File: config.mk
export PLATFORM = sky130hd
export DESIGN_NAME = sprite_frame_sequencer_flat
export DESIGN_NICKNAME = d
export VERILOG_FILES = /design/src/design/sfs_pkg.sv /design/src/design/sfs_if.sv /design/src/design/sprite_frame_sequencer.sv /design/src/flat_wrapper.sv
export VERILOG_INCLUDE_DIRS = /design/src /design/src/design
export SDC_FILE = /design/constraint.sdc
export NUM_CORES = 2
export LEC_CHECK = 0
export ABC_CLOCK_PERIOD_IN_PS = 11360
export BUFFER_PORTS_ARGS = -buffer_cell sky130_fd_sc_hd__buf_2
export CAP_MARGIN = 5
export CORE_MARGIN = 3
export CORE_UTILIZATION = 40
export DETAILED_ROUTE_END_ITERATION = 8
export GPL_ROUTABILITY_DRIVEN = 0
export REMOVE_ABC_BUFFERS = 1
export SLEW_MARGIN = 20
export SYNTH_ARGS = -nofsm -noshare
export SYNTH_HDL_FRONTEND = slang
export SYNTH_SLANG_ARGS = --single-unit
File: constraint.sdc
create_clock -name clk -period 11.36 [get_ports clk]
set_input_delay 0.568 -clock clk [delete_from_list [all_inputs] [get_ports clk]]
set_output_delay 0.568 -clock clk [all_outputs]
set_load 0.01 [all_outputs]
File: src/design/assert_macros.svh
// assertion macros shared by the sequencer rtl
`ifndef ASSERT_MACROS_SVH
`define ASSERT_MACROS_SVH

// same-cycle implication, checked outside reset
`define SFS_ASSERT_IMP(label, clk, rst_n, ante, cons, msg) \
	label: assert property (@(posedge clk) disable iff (!rst_n) (ante) |-> (cons)) else $error(msg);

// next-cycle implication, checked outside reset
`define SFS_ASSERT_NXT(label, clk, rst_n, ante, cons, msg) \
	label: assert property (@(posedge clk) disable iff (!rst_n) (ante) |=> (cons)) else $error(msg);

`endif

File: src/design/sfs_pkg.sv
// types and constants of the sprite frame sequencer
`default_nettype none

package sfs_pkg;

	// field widths
	localparam int PATTERN_BITS = 10;
	localparam int OPCODE_W     = 2;
	localparam int TINDEX_W     = 6;
	localparam int TLEN_W       = 7;
	localparam int INTERVAL_W   = 16;
	localparam int TICK_W       = 17;
	localparam int CELL_W       = 16;
	localparam int MODE_W       = 3;
	localparam int ORIGIN_W     = 25;
	localparam int PROD_W       = PATTERN_BITS + CELL_W;
	localparam int CFG_IDX_W    = 3;
	localparam int CFG_DATA_W   = 16;

	localparam logic [ORIGIN_W-1:0] ORIGIN_MAX = '1;

	// item opcodes
	typedef enum logic [OPCODE_W-1:0] {
		OP_TICK  = 2'd0,
		OP_SET   = 2'd1,
		OP_TOP   = 2'd2,
		OP_WRITE = 2'd3
	} opcode_t;

	// animation modes
	typedef enum logic [MODE_W-1:0] {
		MODE_FWD_LOOP = 3'd0,
		MODE_REV_LOOP = 3'd1,
		MODE_FWD_ONCE = 3'd2,
		MODE_REV_ONCE = 3'd3,
		MODE_PINGPONG = 3'd4,
		MODE_TBL_LOOP = 3'd5,
		MODE_TBL_ONCE = 3'd6,
		MODE_STILL    = 3'd7
	} mode_t;

	// configuration register indexes
	typedef enum logic [CFG_IDX_W-1:0] {
		REG_RANGE_TOP      = 3'd0,
		REG_RANGE_BOTTOM   = 3'd1,
		REG_FRAME_INTERVAL = 3'd2,
		REG_FLIP_MODE      = 3'd3,
		REG_COLUMNS        = 3'd4,
		REG_CELL_WIDTH     = 3'd5,
		REG_CELL_HEIGHT    = 3'd6,
		REG_TABLE_LENGTH   = 3'd7
	} reg_idx_t;

	// sequencer states
	typedef enum logic [4:0] {
		S_IDLE = 5'b00001,
		S_STEP = 5'b00010,
		S_DIV  = 5'b00100,
		S_MUL  = 5'b01000,
		S_LOAD = 5'b10000
	} state_t;

endpackage

`default_nettype wire

File: src/design/sfs_if.sv
// item and result channel interfaces of the sprite frame sequencer
`default_nettype none

interface sfs_item_if;
	logic                              valid;
	logic                              ready;
	logic [sfs_pkg::OPCODE_W-1:0]      opcode;
	logic [sfs_pkg::PATTERN_BITS-1:0]  pattern_value;
	logic [sfs_pkg::TINDEX_W-1:0]      table_index;
	logic [sfs_pkg::PATTERN_BITS-1:0]  table_value;

	modport source (output valid, output opcode, output pattern_value, output table_index,
		output table_value, input ready);
	modport sink (input valid, input opcode, input pattern_value, input table_index,
		input table_value, output ready);
endinterface

interface sfs_result_if;
	logic                              valid;
	logic                              ready;
	logic [sfs_pkg::PATTERN_BITS-1:0]  pattern_now;
	logic [sfs_pkg::ORIGIN_W-1:0]      u_origin;
	logic [sfs_pkg::ORIGIN_W-1:0]      v_origin;
	logic                              finished_event;

	modport source (output valid, output pattern_now, output u_origin, output v_origin,
		output finished_event, input ready);
	modport sink (input valid, input pattern_now, input u_origin, input v_origin,
		input finished_event, output ready);
endinterface

`default_nettype wire

File: src/design/sprite_frame_sequencer.sv
// sprite frame sequencer top level: pattern stepping, order table and uv origin
//
//  channel  | dir | payload                                          | beat when
//  ---------+-----+--------------------------------------------------+------------------
//  item     | in  | opcode, pattern_value, table_index, table_value  | valid && ready
//  result   | out | pattern_now, u_origin, v_origin, finished_event  | valid && ready
//  cfg      | in  | cfg_index, cfg_data                              | cfg_we
//
// an item passes through an accept step with the order table read, an update step,
// the restoring divider for column and row at one quotient bit per cycle, a multiply
// step and an output load.
// one item is in flight at a time; the result register lets the next item be taken
// while a result waits, and a stalled result holds the load stage.
// arst_n clears the control state and resets the config to its defaults; the order table is not cleared.
`default_nettype none
`include "assert_macros.svh"

module sprite_frame_sequencer #(
	parameter int TABLE_DEPTH = 64
) (
	input  wire logic                              clk,
	input  wire logic                              arst_n,
	sfs_item_if.sink                               item,
	sfs_result_if.source                           result,
	input  wire logic                              cfg_we,
	input  wire logic [sfs_pkg::CFG_IDX_W-1:0]     cfg_index,
	input  wire logic [sfs_pkg::CFG_DATA_W-1:0]    cfg_data
);

	localparam int PB = sfs_pkg::PATTERN_BITS;
	localparam int AW = (TABLE_DEPTH > 1) ? $clog2(TABLE_DEPTH) : 1;
	localparam int LW = $clog2(TABLE_DEPTH + 1);
	localparam int CW = $clog2(PB);
	localparam int TW = sfs_pkg::TICK_W;
	localparam int RW = sfs_pkg::PROD_W;

	// configuration registers
	logic [PB-1:0]                      range_top_q;
	logic [PB-1:0]                      range_bottom_q;
	logic [sfs_pkg::INTERVAL_W-1:0]     frame_interval_q;
	sfs_pkg::mode_t                     flip_mode_q;
	logic [PB-1:0]                      columns_q;
	logic [sfs_pkg::CELL_W-1:0]         cell_width_q;
	logic [sfs_pkg::CELL_W-1:0]         cell_height_q;
	logic [sfs_pkg::TLEN_W-1:0]         table_length_q;

	// sequencer state
	sfs_pkg::state_t                    state_q;
	logic [PB-1:0]                      pattern_q;
	logic [TW-1:0]                      tick_q;
	logic                               back_q;
	logic [AW-1:0]                      cursor_q;
	logic                               stopped_q;
	sfs_pkg::opcode_t                   op_q;
	logic [PB-1:0]                      pv_q;
	logic                               step_q;
	logic                               fin_q;
	logic [PB-1:0]                      quo_q;
	logic [PB-1:0]                      rem_q;
	logic [CW-1:0]                      div_cnt_q;
	logic [RW-1:0]                      u_prod_q;
	logic [RW-1:0]                      v_prod_q;

	// result register
	logic                               out_valid_q;
	logic [PB-1:0]                      pattern_now_q;
	logic [sfs_pkg::ORIGIN_W-1:0]       u_origin_q;
	logic [sfs_pkg::ORIGIN_W-1:0]       v_origin_q;
	logic                               finished_q;

	// order table
	logic [PB-1:0]                      order_mem [TABLE_DEPTH];
	logic [PB-1:0]                      rd_data_q;

	logic                               accept;
	logic [TW-1:0]                      tick_inc;
	logic                               tbl_we;
	logic [LW-1:0]                      len;
	logic [AW-1:0]                      cur_rd;
	logic [LW-1:0]                      cur_inc;
	logic                               cur_wrap;
	logic [AW-1:0]                      cur_next;
	logic [PB-1:0]                      pat_nx;
	logic                               back_nx;
	logic [AW-1:0]                      cursor_nx;
	logic                               fin_nx;
	logic [PB-1:0]                      divisor;
	logic [PB:0]                        trial;
	logic                               q_bit;
	logic [PB-1:0]                      rem_nx;
	logic                               load;

	// handshake
	assign item.ready = (state_q == sfs_pkg::S_IDLE);
	assign accept     = item.valid && item.ready;
	assign load       = (state_q == sfs_pkg::S_LOAD) && (!out_valid_q || result.ready);

	assign result.valid          = out_valid_q;
	assign result.pattern_now    = pattern_now_q;
	assign result.u_origin       = u_origin_q;
	assign result.v_origin       = v_origin_q;
	assign result.finished_event = finished_q;

	assign tick_inc = tick_q + TW'(1);

	// table cursor arithmetic, length limited to the table depth
	always_comb begin
		if (32'(table_length_q) > 32'(TABLE_DEPTH)) begin
			len = LW'(TABLE_DEPTH);
		end else begin
			len = LW'(table_length_q);
		end
		cur_rd   = (LW'(cursor_q) >= len) ? '0 : cursor_q;
		cur_inc  = LW'(cur_rd) + LW'(1);
		cur_wrap = (cur_inc >= len);
		cur_next = cur_wrap ? '0 : AW'(cur_inc);
	end

	// table write on a write beat inside the table
	assign tbl_we = accept && (item.opcode == sfs_pkg::OP_WRITE)
		&& (32'(item.table_index) < 32'(TABLE_DEPTH));

	// order table memory, read data registered
	always_ff @(posedge clk) begin
		if (tbl_we) begin
			order_mem[AW'(item.table_index)] <= item.table_value;
		end
		rd_data_q <= order_mem[cur_rd];
	end

	// next pattern for the update cycle
	always_comb begin
		pat_nx    = pattern_q;
		back_nx   = back_q;
		cursor_nx = cursor_q;
		fin_nx    = 1'b0;
		unique case (op_q)
			sfs_pkg::OP_TICK: begin
				if (step_q) begin
					unique case (flip_mode_q)
						sfs_pkg::MODE_FWD_LOOP: begin
							pat_nx = (range_bottom_q > pattern_q) ? pattern_q + PB'(1) : range_top_q;
						end
						sfs_pkg::MODE_REV_LOOP: begin
							pat_nx = (range_top_q < pattern_q) ? pattern_q - PB'(1) : range_bottom_q;
						end
						sfs_pkg::MODE_FWD_ONCE: begin
							if (range_bottom_q > pattern_q) begin
								pat_nx = pattern_q + PB'(1);
							end else begin
								pat_nx = range_bottom_q;
								fin_nx = 1'b1;
							end
						end
						sfs_pkg::MODE_REV_ONCE: begin
							if (range_top_q < pattern_q) begin
								pat_nx = pattern_q - PB'(1);
							end else begin
								pat_nx = range_top_q;
								fin_nx = 1'b1;
							end
						end
						sfs_pkg::MODE_PINGPONG: begin
							if (back_q) begin
								if (range_top_q < pattern_q) begin
									pat_nx = pattern_q - PB'(1);
								end else begin
									back_nx = 1'b0;
									if (range_bottom_q > pattern_q) begin
										pat_nx = pattern_q + PB'(1);
									end
								end
							end else begin
								if (range_bottom_q > pattern_q) begin
									pat_nx = pattern_q + PB'(1);
								end else begin
									back_nx = 1'b1;
									if (range_top_q < pattern_q) begin
										pat_nx = pattern_q - PB'(1);
									end
								end
							end
						end
						sfs_pkg::MODE_TBL_LOOP, sfs_pkg::MODE_TBL_ONCE: begin
							if (len != '0) begin
								pat_nx    = rd_data_q;
								cursor_nx = cur_next;
								fin_nx    = (flip_mode_q == sfs_pkg::MODE_TBL_ONCE) && cur_wrap;
							end
						end
						sfs_pkg::MODE_STILL: begin
						end
						default: begin
						end
					endcase
				end
			end
			sfs_pkg::OP_SET: begin
				if (pv_q < range_top_q) begin
					pat_nx = range_top_q;
				end else if (pv_q > range_bottom_q) begin
					pat_nx = range_bottom_q;
				end else begin
					pat_nx = pv_q;
				end
			end
			sfs_pkg::OP_TOP: begin
				pat_nx = range_top_q;
			end
			sfs_pkg::OP_WRITE: begin
			end
			default: begin
			end
		endcase
	end

	// restoring divider step, one quotient bit per cycle
	always_comb begin
		divisor = (columns_q == '0) ? PB'(1) : columns_q;
		trial   = {rem_q, quo_q[PB-1]};
		q_bit   = (trial >= {1'b0, divisor});
		rem_nx  = q_bit ? PB'(trial - {1'b0, divisor}) : PB'(trial);
	end

	// control, datapath and configuration registers
	always_ff @(posedge clk or negedge arst_n) begin
		if (!arst_n) begin
			state_q          <= sfs_pkg::S_IDLE;
			pattern_q        <= '0;
			tick_q           <= '0;
			back_q           <= 1'b0;
			cursor_q         <= '0;
			stopped_q        <= 1'b0;
			op_q             <= sfs_pkg::OP_TICK;
			pv_q             <= '0;
			step_q           <= 1'b0;
			fin_q            <= 1'b0;
			quo_q            <= '0;
			rem_q            <= '0;
			div_cnt_q        <= '0;
			u_prod_q         <= '0;
			v_prod_q         <= '0;
			out_valid_q      <= 1'b0;
			pattern_now_q    <= '0;
			u_origin_q       <= '0;
			v_origin_q       <= '0;
			finished_q       <= 1'b0;
			range_top_q      <= '0;
			range_bottom_q   <= '0;
			frame_interval_q <= sfs_pkg::INTERVAL_W'(1);
			flip_mode_q      <= sfs_pkg::MODE_FWD_LOOP;
			columns_q        <= PB'(1);
			cell_width_q     <= sfs_pkg::CELL_W'(32768);
			cell_height_q    <= sfs_pkg::CELL_W'(32768);
			table_length_q   <= '0;
		end else begin
			// result valid: set on a load, cleared when the beat is taken
			if (load) begin
				out_valid_q <= 1'b1;
			end else if (result.valid && result.ready) begin
				out_valid_q <= 1'b0;
			end

			unique case (state_q)
				sfs_pkg::S_IDLE: begin
					if (accept) begin
						op_q   <= sfs_pkg::opcode_t'(item.opcode);
						pv_q   <= item.pattern_value;
						step_q <= 1'b0;
						if (item.opcode == sfs_pkg::OP_TICK) begin
							if (tick_inc > TW'(frame_interval_q)) begin
								tick_q <= '0;
								step_q <= !stopped_q;
							end else begin
								tick_q <= tick_inc;
							end
						end
						state_q <= sfs_pkg::S_STEP;
					end
				end
				sfs_pkg::S_STEP: begin
					pattern_q <= pat_nx;
					back_q    <= back_nx;
					cursor_q  <= cursor_nx;
					fin_q     <= fin_nx;
					if (fin_nx) begin
						stopped_q <= 1'b1;
					end
					quo_q     <= pat_nx;
					rem_q     <= '0;
					div_cnt_q <= '0;
					state_q   <= sfs_pkg::S_DIV;
				end
				sfs_pkg::S_DIV: begin
					rem_q     <= rem_nx;
					quo_q     <= {quo_q[PB-2:0], q_bit};
					div_cnt_q <= div_cnt_q + CW'(1);
					if (div_cnt_q == CW'(PB - 1)) begin
						state_q <= sfs_pkg::S_MUL;
					end
				end
				sfs_pkg::S_MUL: begin
					u_prod_q <= RW'(rem_q) * RW'(cell_width_q);
					v_prod_q <= RW'(quo_q) * RW'(cell_height_q);
					state_q  <= sfs_pkg::S_LOAD;
				end
				sfs_pkg::S_LOAD: begin
					if (load) begin
						pattern_now_q <= pattern_q;
						u_origin_q    <= (u_prod_q > RW'(sfs_pkg::ORIGIN_MAX))
							? sfs_pkg::ORIGIN_MAX : sfs_pkg::ORIGIN_W'(u_prod_q);
						v_origin_q    <= (v_prod_q > RW'(sfs_pkg::ORIGIN_MAX))
							? sfs_pkg::ORIGIN_MAX : sfs_pkg::ORIGIN_W'(v_prod_q);
						finished_q    <= fin_q;
						state_q       <= sfs_pkg::S_IDLE;
					end
				end
				default: begin
					state_q <= sfs_pkg::S_IDLE;
				end
			endcase

			// register writes
			if (cfg_we) begin
				unique case (sfs_pkg::reg_idx_t'(cfg_index))
					sfs_pkg::REG_RANGE_TOP:      range_top_q      <= cfg_data[PB-1:0];
					sfs_pkg::REG_RANGE_BOTTOM:   range_bottom_q   <= cfg_data[PB-1:0];
					sfs_pkg::REG_FRAME_INTERVAL: frame_interval_q <= cfg_data[sfs_pkg::INTERVAL_W-1:0];
					sfs_pkg::REG_FLIP_MODE: begin
						flip_mode_q <= sfs_pkg::mode_t'(cfg_data[sfs_pkg::MODE_W-1:0]);
						stopped_q   <= 1'b0;
					end
					sfs_pkg::REG_COLUMNS:        columns_q        <= cfg_data[PB-1:0];
					sfs_pkg::REG_CELL_WIDTH:     cell_width_q     <= cfg_data[sfs_pkg::CELL_W-1:0];
					sfs_pkg::REG_CELL_HEIGHT:    cell_height_q    <= cfg_data[sfs_pkg::CELL_W-1:0];
					sfs_pkg::REG_TABLE_LENGTH:   table_length_q   <= cfg_data[sfs_pkg::TLEN_W-1:0];
					default: begin
					end
				endcase
			end
		end
	end

	// checks on the sequencing
	`SFS_ASSERT_NXT(a_accept_to_step, clk, arst_n, accept, state_q == sfs_pkg::S_STEP, "accepted item did not enter update")
	`SFS_ASSERT_NXT(a_div_to_mul, clk, arst_n, (state_q == sfs_pkg::S_DIV) && (div_cnt_q == CW'(PB - 1)), state_q == sfs_pkg::S_MUL, "divider did not end after all quotient bits")
	`SFS_ASSERT_NXT(a_fin_only_tick, clk, arst_n, (state_q == sfs_pkg::S_STEP) && (op_q != sfs_pkg::OP_TICK), !fin_q, "finish flagged on a non-tick item")
	`SFS_ASSERT_NXT(a_stop_holds, clk, arst_n, stopped_q && !(cfg_we && (cfg_index == sfs_pkg::REG_FLIP_MODE)), stopped_q, "stop cleared without a mode write")

endmodule

`default_nettype wire
File: src/flat_wrapper.sv
// flat-port wrapper written by rule: the top's interface ports become plain ports
module sprite_frame_sequencer_flat 
#(
	parameter int TABLE_DEPTH = 64
)
  (clk, arst_n, cfg_we, cfg_index, cfg_data, item_valid, item_opcode, item_pattern_value, item_table_index, item_table_value, item_ready, result_valid, result_pattern_now, result_u_origin, result_v_origin, result_finished_event, result_ready);
  sfs_item_if item_i ();
  sfs_result_if result_i ();
  input  wire logic clk;
  input  wire logic arst_n;
  input  wire logic cfg_we;
  input  wire logic [sfs_pkg::CFG_IDX_W-1:0] cfg_index;
  input  wire logic [sfs_pkg::CFG_DATA_W-1:0] cfg_data;
  input wire logic [$bits(item_i.valid)-1:0] item_valid;
  input wire logic [$bits(item_i.opcode)-1:0] item_opcode;
  input wire logic [$bits(item_i.pattern_value)-1:0] item_pattern_value;
  input wire logic [$bits(item_i.table_index)-1:0] item_table_index;
  input wire logic [$bits(item_i.table_value)-1:0] item_table_value;
  output wire logic [$bits(item_i.ready)-1:0] item_ready;
  output wire logic [$bits(result_i.valid)-1:0] result_valid;
  output wire logic [$bits(result_i.pattern_now)-1:0] result_pattern_now;
  output wire logic [$bits(result_i.u_origin)-1:0] result_u_origin;
  output wire logic [$bits(result_i.v_origin)-1:0] result_v_origin;
  output wire logic [$bits(result_i.finished_event)-1:0] result_finished_event;
  input wire logic [$bits(result_i.ready)-1:0] result_ready;
  assign item_i.valid = item_valid;
  assign item_i.opcode = item_opcode;
  assign item_i.pattern_value = item_pattern_value;
  assign item_i.table_index = item_table_index;
  assign item_i.table_value = item_table_value;
  assign item_ready = item_i.ready;
  assign result_valid = result_i.valid;
  assign result_pattern_now = result_i.pattern_now;
  assign result_u_origin = result_i.u_origin;
  assign result_v_origin = result_i.v_origin;
  assign result_finished_event = result_i.finished_event;
  assign result_i.ready = result_ready;
  sprite_frame_sequencer #(.TABLE_DEPTH(TABLE_DEPTH)) u_core (.clk(clk), .arst_n(arst_n), .item(item_i), .result(result_i), .cfg_we(cfg_we), .cfg_index(cfg_index), .cfg_data(cfg_data));
endmodule
==> out/qor.csv <==
metric,value,unit
initial antenna violation count,6,
pre-CTS WS,5.238,ns
Synth top area share,37.70,%
post-synthesis sequential area ratio,51.85,%
CP max FO,19,
Bufs and invs on worst path,1,
Gate power share,33.7,%
placed cell count,5975,
crit-path max cell delay,0.75,ns
pwr dens,200.2,nW/um^2
Vias per Instance,5.522,
Post-CTS Resized,0,
Ports,115,
Critical Path RT,11.93,ns
first-pass GRT wire length,205900,um
ys flop type,edfxtp_1,
Startpoint Class,register,
share of cells above drive strength 1,9.781,%
FMAX,163.7,MHz
internal power,0.007320,W
die height,363.0,um
CTS tree,yes,
later-pin clock latency in the skew report,0.73,ns
Port Buffer Count,114,
Max clock buf depth,3,
Filler Cell Count,11536,
Total Power,0.01130,W
Post-Route Skew,0.06148,ns
syn_area_per_cell,11.50,sq um
hold slack final,0.04582,ns
Post-Syn Area,50980,sq um
post-synthesis cell count,4431,
Netlist cell types,84,
kind of cell adding the most delay to the critical path,adder cells,
Fin. Hold Viols,0,
area of the die,131800,sq um
net switching power,0.003984,W
core footprint,126100,sq um
max-slew violation count,0,
post-route insts no fill,6172,
Starting DRT DRC Count,3304,
TritonRoute pass-1 iters,6,
largest cells by area after synthesis,"edfxtp_1, dfrtp_1, fa_1",
Ys Warns,0,
# DRC,0,
clock power share,29.7,%
die width,363.0,um
MaxCap Viol Count,0,
row cnt,130,
status,finished clean,
Rel. slew slack,22.57,%
period utilization,53.77,%
final wirelength,133300,um
fin crit period,6.108,ns
pin count of the biggest net entering global routing,140,
synthesis-stage register bit count,930,
Wirelength per Cell,21.61,um
clk slew on worst S/H paths,0.06,ns
routed via count,34079,
RSZ-0062 raised after global routing,false,
number of flops mapped to enable cells by yosys,640,
crit end category,register,
DP HPWL,87430,um
CTS Buf Count,101,
P&R area growth vs syn,10.76,%
peak supply drop,185.5,uV
CP Class,register to register,
"commonest cells after routing, fill and taps aside","edfxtp_1, nand2_1, o21ai_0",
cell taking the most area after synthesis,edfxtp_1,
Worst-Margin Slew,1.161,ns
Hold Path Class,input pin to register,
Antenna Nets Post-Route,0,
CTS H-tree depth,3,
ys async rst share,30.11,%
CTS Root Cell,clkbuf_16,
# setup viols final,0,
"Design Area, Final",56460,sq um
Final WS setup,5.252,ns
clock sink total,930,
worst path cell trace,"nand2_1, fa_1, fa_1, inv_1, fa_1, fa_1, fa_1, ha_1, a2111oi_0, o21ai_0, a41oi_1, o211ai_1, a21oi_1, o21bai_1, a31oi_1, xor2_1, o21ai_0",
Sw Ratio,35.25,%
Pleak,21.95,nW
vias in the first global route,33441,
"most common cell after layout, fill and taps aside",edfxtp_1,
Final nets,4914,
Seq pwr share,36.6,%
CP max stage cell,dfrtp_1,
aggregate global routing overflow,0,
Area after DPL,52970,sq um
Initial Util,40.44,%
critical path data arrival time,6.68,ns
GRT Total Usage,20.19,%
crit-path most repeated cell,fa_1,
-- power by group through the flow --
stage | Combinational [W] | Clock (W) | Sequential [W]
CTS | 0.00382 | 0.00342 | 0.00413
finish | 0.00381 | 0.00335 | 0.00414
floorplan | 0.00283 | 0 | 0.00407
global placement | 0.00374 | 0 | 0.00419
global route | 0.00437 | 0.00355 | 0.00417
detailed placement | 0.00379 | 0 | 0.00420
-- metal layers --
layer | vias to the layer above | track usage (%) | part of all wire (%)
met4 | 4 | 7.542 | 3.8
li1 | 15704 | - | -
met3 | 243 | 3.438 | 6.6
met2 | 1150 | 31.99 | 46
met5 | - | 0 | 0.020
met1 | 16978 | 27.90 | 43
-- kinds of logic (layout without fill, tap and decap cells) --
group / Yosys count / after routing / synth area share, %
mux: 338 / 338 / 6.880
buf+inv: 561 / 649 / 4.283
other cells: 0 / 3 / 0
flops: 930 / 930 / 51.85
fa+ha+maj: 426 / 426 / 13.71
xor+xnor: 91 / 91 / 1.563
compound gates: 883 / 883 / 11.13
simple gates: 1202 / 1202 / 10.58
-- per-stage QoR --
stage,setup TNS [ns],utilization (%)
2_1_floorplan,-76.67,-
3_3_place_gp,0,42.00
3_5_place_dp,0,42.02
4_1_cts,0,44.78
5_1_grt,0,44.79
6_report,0,44.79
-- registers in the layout, summed over array words and instances, names as in the netlist, 3 cells and up --
register	count
u_core.v_prod_q	26
u_core.result.u_origin	25
u_core.columns_q	10
u_core.frame_interval_q	16
u_core.pattern_q	10
u_core.rem_q	10
u_core.state_q	5
u_core.result.pattern_now	10
u_core.div_cnt_q	4
u_core.result.v_origin	25
u_core.cell_width_q	16
u_core.quo_q	10
u_core.cell_height_q	16
u_core.order_mem	640
u_core.range_top_q	10
u_core.u_prod_q	26
u_core.cursor_q	6
u_core.pv_q	10
u_core.flip_mode_q	3
u_core.tick_q	17
u_core.range_bottom_q	10
u_core.rd_data_q	10
u_core.table_length_q	7
-- final cells by class --
class | instances | area (sq um) | area share (%)
Timing Repair Buffer | 165 | 1016 | 1.799
Multi-Input combinational cell | 2940 | 22420 | 39.71
Tap cell | 1650 | 2064 | 3.656
Sequential cell | 930 | 26440 | 46.82
Antenna cell | 3 | 7.507 | 0.01330
Clock inverter | 50 | 613.1 | 1.086
Clock buffer | 136 | 2781 | 4.926
Inverter | 298 | 1122 | 1.988
-- worst paths after layout --
path | cells after the start | slack (ns) | to | startpoint
worst max-delay path | 17 | 5.25 | u_core.u_prod_q[24]$_DFFE_PN0P_ | u_core.rem_q[1]$_DFFE_PN0P_
worst min-delay path | 3 | 0.05 | u_core.pv_q[7]$_DFFE_PN0P_ | item_pattern_value[7]
worst max register to register | 17 | 5.25 | u_core.u_prod_q[24]$_DFFE_PN0P_ | u_core.rem_q[1]$_DFFE_PN0P_
worst min register to register | 2 | 0.47 | u_core.result.v_origin[24]$_DFFE_PN0P_ | u_core.result.v_origin[24]$_DFFE_PN0P_
max in group asynchronous | 4 | 8.51 | u_core.cursor_q[0]$_DFFE_PN0P_ | arst_n
min in group asynchronous | 2 | 0.45 | u_core.result.u_origin[22]$_DFFE_PN0P_ | arst_n
-- Yosys cell counts, drive strengths merged, types with 68 or more instances --
cell type and n:
a21oi 175, a22oi 83, and2 150, buf 68, clkbuf 195, dfrtp 275, edfxtp 640, fa 221
ha 205, inv 294, mux2 99, mux2i 239, nand2 585, nor2 255, o21ai 301
-- what timing repair did --
action,in CTS,in global routing
setup buffers,0,0
endpoints found under the hold margin,82,0
hold buffers,8,0
-- tightest hold or removal path, cell delays in order --
cell	delay (ns)
buf_2	0.08
nand2_1	0.05
nand2_1	0.05
Note: power is estimated with default switching activity, not from simulation.
